$ cat src/hdl/rcd_pkg.sv
// ----------------------------------------------------------------------------
// rcd_pkg: shared definitions for the RESP command deframer
// Parse phase codes, configuration register indexes, error codes, character
// codes and widths used by the deframer.
// ----------------------------------------------------------------------------
`default_nettype none

package rcd_pkg;

	localparam int NUM_W   = 17;
	localparam int POS_W   = 8;
	localparam int LEN_W   = 17;
	localparam int PHASE_W = 3;
	localparam int CFG_IDX_W = 2;
	localparam int CFG_DATA_W = 17;
	localparam int ERR_W   = 3;

	localparam logic [PHASE_W-1:0] PH_IDLE    = 3'd0;
	localparam logic [PHASE_W-1:0] PH_COUNT   = 3'd1;
	localparam logic [PHASE_W-1:0] PH_DOLLAR  = 3'd2;
	localparam logic [PHASE_W-1:0] PH_LENGTH  = 3'd3;
	localparam logic [PHASE_W-1:0] PH_DATA    = 3'd4;
	localparam logic [PHASE_W-1:0] PH_TRAILER = 3'd5;
	localparam logic [PHASE_W-1:0] PH_INLINE  = 3'd6;
	localparam logic [PHASE_W-1:0] PH_ERROR   = 3'd7;

	localparam logic [CFG_IDX_W-1:0] CFG_ELEMENT_LIMIT = 2'd0;
	localparam logic [CFG_IDX_W-1:0] CFG_BULK_LIMIT    = 2'd1;
	localparam logic [CFG_IDX_W-1:0] CFG_COMMAND_LIMIT = 2'd2;

	localparam logic [ERR_W-1:0] ERR_NONE         = 3'd0;
	localparam logic [ERR_W-1:0] ERR_BAD_COUNT    = 3'd1;
	localparam logic [ERR_W-1:0] ERR_NO_DOLLAR    = 3'd2;
	localparam logic [ERR_W-1:0] ERR_BAD_LENGTH   = 3'd3;
	localparam logic [ERR_W-1:0] ERR_TOO_LARGE    = 3'd4;
	localparam logic [ERR_W-1:0] ERR_TOO_MANY     = 3'd5;

	localparam logic [7:0] CH_STAR   = 8'h2A;
	localparam logic [7:0] CH_DOLLAR = 8'h24;
	localparam logic [7:0] CH_CR     = 8'h0D;
	localparam logic [7:0] CH_LF     = 8'h0A;
	localparam logic [7:0] CH_PLUS   = 8'h2B;
	localparam logic [7:0] CH_MINUS  = 8'h2D;
	localparam logic [7:0] CH_ZERO   = 8'h30;
	localparam logic [7:0] CH_NINE   = 8'h39;

	localparam logic [POS_W-1:0] ELEMENT_LIMIT_RESET = 8'd255;
	localparam logic [LEN_W-1:0] LENGTH_MAX          = 17'd65536;

	function automatic logic is_space(input logic [7:0] c);
		is_space = (c == 8'h20) || (c == 8'h09) || (c == 8'h0A) ||
			(c == 8'h0B) || (c == 8'h0C) || (c == 8'h0D);
	endfunction

endpackage

`default_nettype wire

$ cat src/hdl/resp_command_deframer_unit.sv
// ----------------------------------------------------------------------------
// resp_command_deframer_unit: RESP request deframer
// Splits a client byte stream, one byte per cycle unless stalled, into command
// elements: RESP arrays of bulk strings or inline whitespace separated lines.
// ----------------------------------------------------------------------------
//  Channel   Direction  Handshake              Contents
//  in        sink       in_valid / in_ready    action, data_byte
//  out       source     out_valid / out_ready  out_byte .. error_code
//  cfg       sink       cfg_write              cfg_index, cfg_data
//
//  Each byte transaction is parsed combinationally and its result, if any, is
//  held in an output register, so a new transaction is taken every cycle the
//  output is not stalled. That register is the single stage before the result.
//  Input is taken whenever the output register is empty or being drained.
//  Reset restores the register defaults and leaves the parser idle.
// ----------------------------------------------------------------------------
`default_nettype none

module resp_command_deframer_unit (
	input  wire logic                              clk,
	input  wire logic                              arst_n,
	input  wire logic                              cfg_write,
	input  wire logic [rcd_pkg::CFG_IDX_W-1:0]     cfg_index,
	input  wire logic [rcd_pkg::CFG_DATA_W-1:0]    cfg_data,
	input  wire logic                              in_valid,
	output logic                                   in_ready,
	input  wire logic                              action,
	input  wire logic [7:0]                        data_byte,
	output logic                                   out_valid,
	input  wire logic                              out_ready,
	output logic [7:0]                             out_byte,
	output logic                                   has_byte,
	output logic [rcd_pkg::POS_W-1:0]              element_index,
	output logic                                   element_end,
	output logic                                   command_end,
	output logic                                   inline_form,
	output logic [rcd_pkg::ERR_W-1:0]              error_code
);

	logic [rcd_pkg::POS_W-1:0]   elem_lim_q;
	logic [rcd_pkg::LEN_W-1:0]   bulk_lim_q;
	logic [rcd_pkg::LEN_W-1:0]   cmd_lim_q;

	logic [rcd_pkg::PHASE_W-1:0] phase_q, phase_d;
	logic [rcd_pkg::NUM_W-1:0]   num_q, num_d;
	logic                        neg_q, neg_d;
	logic                        sign_q, sign_d;
	logic                        digit_q, digit_d;
	logic                        done_q, done_d;
	logic                        cr_q, cr_d;
	logic [rcd_pkg::POS_W-1:0]   left_q, left_d;
	logic [rcd_pkg::POS_W-1:0]   pos_q, pos_d;
	logic [rcd_pkg::LEN_W-1:0]   bulk_q, bulk_d;
	logic [1:0]                  trl_q, trl_d;
	logic [rcd_pkg::LEN_W-1:0]   cnt_q, cnt_d;
	logic                        word_q, word_d;

	logic                        accept;
	logic                        emit;
	logic [7:0]                  e_byte;
	logic                        e_has;
	logic                        e_eend;
	logic                        e_cend;
	logic                        e_inl;
	logic [rcd_pkg::ERR_W-1:0]   e_err;
	logic                        end_cmd;
	logic                        start_num;
	logic                        do_inline;
	logic                        do_close;
	logic                        do_fail;
	logic [20:0]                 num_ext;
	logic                        is_digit;

	logic [rcd_pkg::LEN_W-1:0]   bulk_lim_eff;
	logic [rcd_pkg::LEN_W-1:0]   cmd_lim_eff;

	assign accept = in_valid && in_ready;
	assign in_ready = !out_valid || out_ready;

	assign bulk_lim_eff = (bulk_lim_q > rcd_pkg::LENGTH_MAX) ? rcd_pkg::LENGTH_MAX : bulk_lim_q;
	assign cmd_lim_eff = (cmd_lim_q > rcd_pkg::LENGTH_MAX) ? rcd_pkg::LENGTH_MAX : cmd_lim_q;

	assign is_digit = (data_byte >= rcd_pkg::CH_ZERO) && (data_byte <= rcd_pkg::CH_NINE);
	assign num_ext = {1'b0, num_q, 3'b000} + {3'b000, num_q, 1'b0} +
		{13'd0, data_byte - rcd_pkg::CH_ZERO};

	always_comb begin
		phase_d = phase_q;
		num_d = num_q;
		neg_d = neg_q;
		sign_d = sign_q;
		digit_d = digit_q;
		done_d = done_q;
		cr_d = cr_q;
		left_d = left_q;
		pos_d = pos_q;
		bulk_d = bulk_q;
		trl_d = trl_q;
		cnt_d = cnt_q;
		word_d = word_q;
		emit = 1'b0;
		e_byte = 8'd0;
		e_has = 1'b0;
		e_eend = 1'b0;
		e_cend = 1'b0;
		e_inl = 1'b0;
		e_err = rcd_pkg::ERR_NONE;
		end_cmd = 1'b0;
		start_num = 1'b0;
		do_inline = 1'b0;
		do_close = 1'b0;
		do_fail = 1'b0;

		if (accept) begin
			if (action) begin
				end_cmd = 1'b1;
			end else if (phase_q != rcd_pkg::PH_ERROR) begin
				if (cnt_q >= cmd_lim_eff) begin
					do_fail = 1'b1;
					e_err = rcd_pkg::ERR_TOO_LARGE;
					e_inl = (phase_q == rcd_pkg::PH_INLINE);
				end else begin
					cnt_d = cnt_q + 1'b1;
					case (phase_q)
						rcd_pkg::PH_IDLE: begin
							if (data_byte == rcd_pkg::CH_STAR) begin
								start_num = 1'b1;
								phase_d = rcd_pkg::PH_COUNT;
							end else begin
								phase_d = rcd_pkg::PH_INLINE;
								do_inline = 1'b1;
							end
						end
						rcd_pkg::PH_INLINE: begin
							do_inline = 1'b1;
						end
						rcd_pkg::PH_COUNT, rcd_pkg::PH_LENGTH: begin
							if (!(cr_q && data_byte == rcd_pkg::CH_LF)) begin
								cr_d = (data_byte == rcd_pkg::CH_CR);
								if (!done_q) begin
									if (!digit_q && !sign_q && rcd_pkg::is_space(data_byte)) begin
										done_d = 1'b0;
									end else if (!digit_q && !sign_q &&
										(data_byte == rcd_pkg::CH_PLUS ||
										data_byte == rcd_pkg::CH_MINUS)) begin
										sign_d = 1'b1;
										neg_d = (data_byte == rcd_pkg::CH_MINUS);
									end else if (is_digit) begin
										digit_d = 1'b1;
										num_d = (num_ext[20:17] != 4'd0) ? {rcd_pkg::NUM_W{1'b1}} :
											num_ext[rcd_pkg::NUM_W-1:0];
									end else begin
										done_d = 1'b1;
									end
								end
							end else if (phase_q == rcd_pkg::PH_COUNT) begin
								if (!digit_q) begin
									do_fail = 1'b1;
									e_err = rcd_pkg::ERR_BAD_COUNT;
								end else if (neg_q || num_q == '0) begin
									end_cmd = 1'b1;
								end else if (num_q > {9'd0, elem_lim_q}) begin
									do_fail = 1'b1;
									e_err = rcd_pkg::ERR_TOO_MANY;
								end else begin
									left_d = num_q[rcd_pkg::POS_W-1:0];
									pos_d = '0;
									phase_d = rcd_pkg::PH_DOLLAR;
								end
							end else begin
								if (!digit_q) begin
									do_fail = 1'b1;
									e_err = rcd_pkg::ERR_BAD_LENGTH;
								end else if (neg_q && num_q != '0) begin
									do_close = 1'b1;
								end else if (num_q > bulk_lim_eff) begin
									do_fail = 1'b1;
									e_err = rcd_pkg::ERR_BAD_LENGTH;
								end else if (num_q == '0) begin
									trl_d = 2'd2;
									phase_d = rcd_pkg::PH_TRAILER;
								end else begin
									bulk_d = num_q;
									phase_d = rcd_pkg::PH_DATA;
								end
							end
						end
						rcd_pkg::PH_DOLLAR: begin
							if (data_byte != rcd_pkg::CH_DOLLAR) begin
								do_fail = 1'b1;
								e_err = rcd_pkg::ERR_NO_DOLLAR;
							end else begin
								start_num = 1'b1;
								phase_d = rcd_pkg::PH_LENGTH;
							end
						end
						rcd_pkg::PH_DATA: begin
							emit = 1'b1;
							e_byte = data_byte;
							e_has = 1'b1;
							if (bulk_q != '0) begin
								bulk_d = bulk_q - 1'b1;
							end
							if (bulk_q <= 17'd1) begin
								trl_d = 2'd2;
								phase_d = rcd_pkg::PH_TRAILER;
							end
						end
						rcd_pkg::PH_TRAILER: begin
							if (trl_q != 2'd0) begin
								trl_d = trl_q - 1'b1;
							end
							if (trl_q <= 2'd1) begin
								do_close = 1'b1;
							end
						end
						default: begin
							phase_d = phase_q;
						end
					endcase

					if (do_inline) begin
						if (data_byte == rcd_pkg::CH_LF) begin
							if (word_q) begin
								emit = 1'b1;
								e_eend = 1'b1;
								e_cend = 1'b1;
								e_inl = 1'b1;
							end else if (pos_q != '0) begin
								emit = 1'b1;
								e_cend = 1'b1;
								e_inl = 1'b1;
							end
							end_cmd = 1'b1;
						end else if (rcd_pkg::is_space(data_byte)) begin
							if (word_q) begin
								emit = 1'b1;
								e_eend = 1'b1;
								e_inl = 1'b1;
								pos_d = pos_q + 1'b1;
								word_d = 1'b0;
							end
						end else if (!word_q && pos_q >= elem_lim_q) begin
							do_fail = 1'b1;
							e_err = rcd_pkg::ERR_TOO_MANY;
							e_inl = 1'b1;
						end else begin
							word_d = 1'b1;
							emit = 1'b1;
							e_byte = data_byte;
							e_has = 1'b1;
							e_inl = 1'b1;
						end
					end

					if (do_close) begin
						emit = 1'b1;
						e_eend = 1'b1;
						e_cend = (left_q <= 8'd1);
						if (left_q <= 8'd1) begin
							end_cmd = 1'b1;
						end else begin
							left_d = left_q - 1'b1;
							pos_d = pos_q + 1'b1;
							phase_d = rcd_pkg::PH_DOLLAR;
						end
					end
				end
			end
		end

		if (end_cmd) begin
			phase_d = rcd_pkg::PH_IDLE;
			cnt_d = '0;
			left_d = '0;
			pos_d = '0;
			bulk_d = '0;
			trl_d = 2'd0;
			word_d = 1'b0;
			start_num = 1'b1;
		end
		if (start_num) begin
			num_d = '0;
			neg_d = 1'b0;
			sign_d = 1'b0;
			digit_d = 1'b0;
			done_d = 1'b0;
			cr_d = 1'b0;
		end
		if (do_fail) begin
			phase_d = rcd_pkg::PH_ERROR;
			emit = 1'b1;
			e_byte = 8'd0;
			e_has = 1'b0;
			e_eend = 1'b0;
			e_cend = 1'b0;
		end
	end

	always_ff @(posedge clk or negedge arst_n) begin
		if (!arst_n) begin
			elem_lim_q <= rcd_pkg::ELEMENT_LIMIT_RESET;
			bulk_lim_q <= rcd_pkg::LENGTH_MAX;
			cmd_lim_q <= rcd_pkg::LENGTH_MAX;
		end else if (cfg_write) begin
			case (cfg_index)
				rcd_pkg::CFG_ELEMENT_LIMIT: elem_lim_q <= cfg_data[rcd_pkg::POS_W-1:0];
				rcd_pkg::CFG_BULK_LIMIT: bulk_lim_q <= cfg_data;
				rcd_pkg::CFG_COMMAND_LIMIT: cmd_lim_q <= cfg_data;
				default: elem_lim_q <= elem_lim_q;
			endcase
		end
	end

	always_ff @(posedge clk or negedge arst_n) begin
		if (!arst_n) begin
			phase_q <= rcd_pkg::PH_IDLE;
			num_q <= '0;
			neg_q <= 1'b0;
			sign_q <= 1'b0;
			digit_q <= 1'b0;
			done_q <= 1'b0;
			cr_q <= 1'b0;
			left_q <= '0;
			pos_q <= '0;
			bulk_q <= '0;
			trl_q <= 2'd0;
			cnt_q <= '0;
			word_q <= 1'b0;
		end else begin
			phase_q <= phase_d;
			num_q <= num_d;
			neg_q <= neg_d;
			sign_q <= sign_d;
			digit_q <= digit_d;
			done_q <= done_d;
			cr_q <= cr_d;
			left_q <= left_d;
			pos_q <= pos_d;
			bulk_q <= bulk_d;
			trl_q <= trl_d;
			cnt_q <= cnt_d;
			word_q <= word_d;
		end
	end

	always_ff @(posedge clk or negedge arst_n) begin
		if (!arst_n) begin
			out_valid <= 1'b0;
		end else if (accept) begin
			out_valid <= emit;
		end else if (out_ready) begin
			out_valid <= 1'b0;
		end
	end

	always_ff @(posedge clk) begin
		if (accept && emit) begin
			out_byte <= e_byte;
			has_byte <= e_has;
			element_index <= pos_q;
			element_end <= e_eend;
			command_end <= e_cend;
			inline_form <= e_inl;
			error_code <= e_err;
		end
	end

endmodule

`default_nettype wire
$ cat config.mk
export PLATFORM = sky130hd
export DESIGN_NAME = resp_command_deframer_unit
export DESIGN_NICKNAME = d
export VERILOG_FILES = /design/src/hdl/rcd_pkg.sv /design/src/hdl/resp_command_deframer_unit.sv
export SDC_FILE = /design/constraint.sdc
export NUM_CORES = 1
export LEC_CHECK = 0
export ABC_CLOCK_PERIOD_IN_PS = 7700
export BUFFER_PORTS_ARGS = -buffer_cell sky130_fd_sc_hd__buf_2
export CAP_MARGIN = 20
export CORE_MARGIN = 2
export CORE_UTILIZATION = 40
export CTS_CLUSTER_DIAMETER = 80
export DETAILED_ROUTE_END_ITERATION = 12
export GPL_TIMING_DRIVEN = 1
export HOLD_SLACK_MARGIN = 0.05
export SLEW_MARGIN = 30
export SYNTH_ARGS = -nofsm -noshare
export SYNTH_HDL_FRONTEND = slang
export SYNTH_SLANG_ARGS = --single-unit
export TNS_END_PERCENT = 10
$ cat constraint.sdc
create_clock -name clk -period 7.7 [get_ports clk]
set_input_delay 1.155 -clock clk [delete_from_list [all_inputs] [get_ports clk]]
set_output_delay 1.155 -clock clk [all_outputs]
set_load 0.01 [all_outputs]
Yosys cells after proc, flatten, opt, wreduce, memory -nomap -nowiden

Cells that the tools add are included.

Add/sub/neg operators: 8
Magnitude comparators: 11
Equal/unequal tests: 41
Mux-type cells: 263
Bitwise gates (word level): 2
Reductions and logical operators: 57

Operators by type and width:

| operator                | number |
|---|---|
| $mux W17                | 31 |
| $mux W8                 | 35 |
| $mux W1                 | 143 |
| $mux W3                 | 29 |
| $eq A8 B4 Y1 const B    | 5 |
| $ne A3 B3 Y1 const B    | 13 |
| $gt A17 B17 Y1 const B  | 2 |
| $mux W2                 | 17 |
| $pmux W17 S2            | 1 |
| $reduce_bool A17 Y1     | 2 |
| $eq A8 B6 Y1 const B    | 4 |
| $add A20 B18 Y21        | 1 |
| $add A21 B8 Y21         | 1 |
| $reduce_bool A2 Y1      | 10 |
| $add A17 B1 Y17 const B | 1 |
| $ge A17 B17 Y1          | 1 |
| $gt A17 B17 Y1          | 1 |
| $gt A17 B8 Y1           | 1 |
| $le A17 B1 Y1 const B   | 1 |
| $logic_not A17 Y1       | 1 |
| $sub A17 B1 Y17 const B | 1 |
| $reduce_and A13 Y1      | 1 |
| $ne A2 B2 Y1 const B    | 6 |
| $pmux W3 S4             | 1 |
| 40 further kinds        | 73 |

Bits in registers: 144
Output and inout bits: 25
Word-level logic and storage cells: 407

Longest topological paths before layout

Depth in word-level cells: 19
Mapped depth: 15
Depth with buffers taken out: 13

Worst setup path before layout

No wires, ideal clock.

Path kind: input port to flip-flop
From: in data_byte[4]
To: reg command_end, enable pin
Setup time: 0.419 ns
Arrival time: 4.274 ns
Required time: 7.281 ns
Path slack: 3.006 ns
Stages on the path: 9
Path buffers: 0
Path through: inv_1 -> ha_1 -> or3b_1 -> nor3_1 -> a31oi_1 -> a2111oi_0 -> a31o_2 -> nor3_1 -> a31oi_1

Word-level cells in the longest chain between the ends: 16

Ends and longest elaborated chain:

| what                                                  | RTL line                          | source |
|---|---|---|
| start, declared                                       | resp_command_deframer_unit.sv:28  | `input wire logic [7:0] data_byte,` |
| branches (longest 14 deep; another with $eq A8 B6 Y1) | n/a                               |  |
| $mux W1 *                                             | resp_command_deframer_unit.sv:290 | `if (do_fail) begin` |
| $logic_and A1 B1 Y1 *                                 | resp_command_deframer_unit.sv:358 | `if (accept && emit) begin` |
| end signal, assigned                                  | resp_command_deframer_unit.sv:363 | `command_end <= e_cend;` |
| end, declared                                         | resp_command_deframer_unit.sv:35  | `output logic command_end,` |

Mark *: on every way between the ends. The select of a mux whose other input is x is not followed.
A chain may end at the register's enable or synchronous reset.

Final worst setup path

From: reg cmd_lim_q[11] (netlist bit)
To: reg trl_q[0]

Word-level cells in the longest chain between the ends: 9

Ends and longest elaborated chain:

| what                                                 | RTL line                          | source |
|---|---|---|
| start, declared                                      | resp_command_deframer_unit.sv:42  | `logic [rcd_pkg::LEN_W-1:0] cmd_lim_q;` |
| start signal, assigned                               | resp_command_deframer_unit.sv:304 | `cmd_lim_q <= rcd_pkg::LENGTH_MAX;` |
| start signal, assigned                               | resp_command_deframer_unit.sv:309 | `rcd_pkg::CFG_COMMAND_LIMIT: cmd_lim_q <= cfg_data;` |
| $gt A17 B17 Y1                                       | resp_command_deframer_unit.sv:81  | `assign cmd_lim_eff = (cmd_lim_q > rcd_pkg::LENGTH_MAX) ? rcd_pkg::LENGTH_MAX : cmd_lim_q;` |
| $mux W17 *                                           | resp_command_deframer_unit.sv:81  |  |
| $ge A17 B17 Y1 *                                     | resp_command_deframer_unit.sv:118 | `if (cnt_q >= cmd_lim_eff) begin` |
| $mux W1                                              | resp_command_deframer_unit.sv:118 |  |
| $mux W1                                              | resp_command_deframer_unit.sv:117 | `end else if (phase_q != rcd_pkg::PH_ERROR) begin` |
| $mux W1                                              | resp_command_deframer_unit.sv:115 | `if (action) begin` |
| $mux W1                                              | resp_command_deframer_unit.sv:114 | `if (accept) begin` |
| $ne A3 B3 Y1 (no line), or another cell as far along | n/a                               |  |
| $reduce_and A13 Y1 (no line)                         | n/a                               |  |
| end signal, assigned                                 | resp_command_deframer_unit.sv:341 | `trl_q <= trl_d;` |
| end, declared                                        | resp_command_deframer_unit.sv:54  | `logic [1:0] trl_q, trl_d;` |

Mark *: on every way between the ends. The rest lies on a longest branch, timed or not.

==> metrics <==
#FFs+latches synth=between 100 and 150; Synth top cells by count=111 x dfrtp_1, 96 x nand2_1, 91 x ha_1, 70 x nor2_1, 63 x o21ai_0; port bufs=57; RSZ-0062 raised after global routing=no; Post-CTS Setup Repair Bufs=0; crit path buf inv count=0; Hold Path Stages=1; final number of setup-violating endpoints=0; sequential share of power=~34%; Placed Cells=approximately 1,400; Synth Flop Type=dfrtp_1; I/O Pins=58; number of DRC markers in iteration 0=around 600; largest net degree at the start of global routing=51; antenna-violating nets left=0; CP required=a little over 8 ns; Switching Share=~42%; WP depth=12; crit-path max FO=21; Total GRT Usage=a little over a fifth; met2 wire len=roughly 13,000 um; Clock Tree Buf Depth=2; Warnings, synthesis=0; # fillers=about 2,400; WP data arrival=roughly 5.2 ns; Setup TNS=0 ns; H-tree depth=4; count leader, synth=dfrtp_1; Max-Cap Viols=0; crit-path cells=nor4_1, a41o_1, nand2_1, ha_1, a21oi_1, o21ai_0, a221o_1, a211o_1, nand2_1, nand3_1, or4_1, o21ai_0; routability cong.=0.894; Final Non-Filler Cells=1,461; die area=~27,000 um2; Final period util=between 60% and 70%; Distinct cells, synth=~100; Logic pwr share=roughly two fifths; Cell Int Power=~0.0019 W; VDD IR max=roughly 0.17 mV; ranking of synthesized cells by area=dfrtp_1 27%, ha_1 11%, edfxtp_1 6.8%; dpl hpwl=slightly above 20,000 um; fin. max-slew vios=0; CP max stage cell=nand2_1; Vias/cell=roughly 5.9; Die Width=164 um; CP startpoint kind=flop; status=finished clean; Clock transition at path regs=0.07 ns; Hold Violations, Final=0; CP delay by family, top=simple AND/OR/NAND/NOR gates; top routing layer used=met4; area of the core=approximately 25,000 um2; Critical Path Sink Type=flop; Synth area leader=dfrtp_1; met1 WL=between 10,000 and 15,000 um; Mapped Nets=between 1,000 and 1,500; post_cts resized=0; Clk Tree Root Cell=clkbuf_16; Syn Inst Count=~1,100; total grt overflow=0; final WL=roughly 28,000 um; critical path's largest stage delay=a little over 0.7 ns; wire per inst=around 19 um; top achievable clock speed=0.208 GHz; clock skew=0.0109 ns; r2r worst-path depth=12; CTS Sinks=around 140; Syn Area/Cell=between 9 and 10 um2; Final Cell Area=between 10,000 and 15,000 um2; routed wire length on met3=roughly 1100 um; area share of the largest cell type after synthesis=~27%; critical path type=flop to flop; Tightest Hold Check Type=flop to flop; final antenna diode count=0; clock power share=25.0%; Slew @ Worst Pin=1.00 ns; clk_lat worst skew=approximately 0.43 ns; fraction of layout cells with a size suffix above 1=~16%; Cell Pwr Density=291 nW/um2; dpl cell area=about 11,000 um2; CTS tree=built; Post-synth EDFFs=23; Slew HR=between 30% and 40%; fin crit period=4.81 ns; vias in the first global route=around 8,200; Post-Syn Area=between 10,000 and 15,000 um2; Static Leak=5.15 nW; switching power=roughly 0.0014 W; # rows=58; chip height=164 um; nets=about 1,200; Layout area overhead=11.4%; number of buffers created by CTS=17; Vias=between 8,000 and 9,000; ys async rst share=between 80% and 90%; TritonRoute pass-1 iters=5; first-pass GRT wire length=around 45,000 um; Post-CTS Hold Fix Bufs=0; initial core utilization=40.6%; initial antenna violation count=0; sequential fraction of the synthesis area=between 30% and 40%; drt drc=0
-- placed cells by master (no fill, tap or decap), types with 21 or more instances in the layout --
cell type / synthesis / layout
mux2_2: 35 / 35
buf_2: 4 / 56
a21oi_1: 53 / 53
nor2_1: 70 / 70
a21o_1: 21 / 21
edfxtp_1: 23 / 23
ha_1: 91 / 91
nor3_1: 39 / 38
nand2_1: 96 / 96
dfrtp_1: 111 / 111
nand4_1: 21 / 21
inv_1: 53 / 53
o21ai_0: 63 / 63
-- sequential cells by signal, summed over array words and instances (netlist names), 2 cells and up --
name and count:
phase_q 3, pos_q 8, element_index 8, bulk_q 17
cmd_lim_q 17, cnt_q 17, left_q 8, out_byte 8
error_code 3, num_q 17, bulk_lim_q 17, elem_lim_q 8
trl_q 2
-- worst reg2reg max path, stage by stage, from the launching register on --
cell and delay [ns]:
dfrtp_1 0.41, nor4_1 0.29, a41o_1 0.38, nand2_1 0.12, ha_1 0.30, a21oi_1 0.14, o21ai_0 0.11, a221o_1 0.40
a211o_1 0.40, nand2_1 0.72, nand3_1 0.71, or4_1 0.66, o21ai_0 0.08
-- final timing paths --
kind | slack (ns) | start | to
min | 0.51 | out_valid | out_valid
max in group asynchronous | 5.43 | arst_n | cmd_lim_q[9]
min reg2reg | 0.51 | out_valid | out_valid
min in group asynchronous | 0.64 | arst_n | num_q[13]
max reg2reg | 2.89 | cmd_lim_q[11] | trl_q[0]
max | 2.89 | cmd_lim_q[11] | trl_q[0]
-- power groups by stage --
stage / registers [W] / logic, W / clock network (W)
floorplan: 0.00106 / 0.00107 / 0
global placement: 0.00113 / 0.00133 / 0
detailed placement: 0.00113 / 0.00134 / 0
CTS: 0.00112 / 0.00135 / 0.000839
global route: 0.00114 / 0.00152 / 0.000867
finish: 0.00112 / 0.00136 / 0.000827
-- cell type report --
| type | instances | area (um2) | share of cell area [%] |
|---|---|---|---|
| multi-input cells | 834 | 6060 | 53.3 |
| flip-flops and latches | 144 | 3730 | 32.8 |
| clock buffers | 18 | 450 | 3.96 |
| well taps | 330 | 413 | 3.63 |
| repair buffers | 68 | 378 | 3.32 |
| inverters | 53 | 199 | 1.75 |
| clock inverters | 14 | 135 | 1.19 |
-- through the flow --
stage                     hold WS [ns]  util [%]  total power [W]  setup slack [ns]
after floorplan                  0.463         -          0.00212              3.01
after global placement           0.483      42.8          0.00246              2.66
after detailed placement         0.495      42.9          0.00247              2.76
after CTS                        0.509      45.2          0.00331              2.93
after global routing             0.532      45.3          0.00353              2.61
final                            0.507      45.3          0.00331              2.89
-- cells by family after synthesis --
family          after synthesis  share of synthesized area, %
fa+ha+maj                    97                          12.3
simple gates                369                          19.1
xor+xnor                     30                          2.57
buf+inv                      99                          4.28
mux                          41                          4.46
compound gates              297                          20.7
flops                       144                          36.6
-- per-layer routing --
metal / GRT usage, % / vias to the layer above
met2: 33.0 / 242
met5: 0 / -
li1: - / 4133
met4: 7.62 / 0
met3: 2.45 / 47
met1: 30.5 / 4218
No activity file was read; power rests on OpenSTA's default activity.
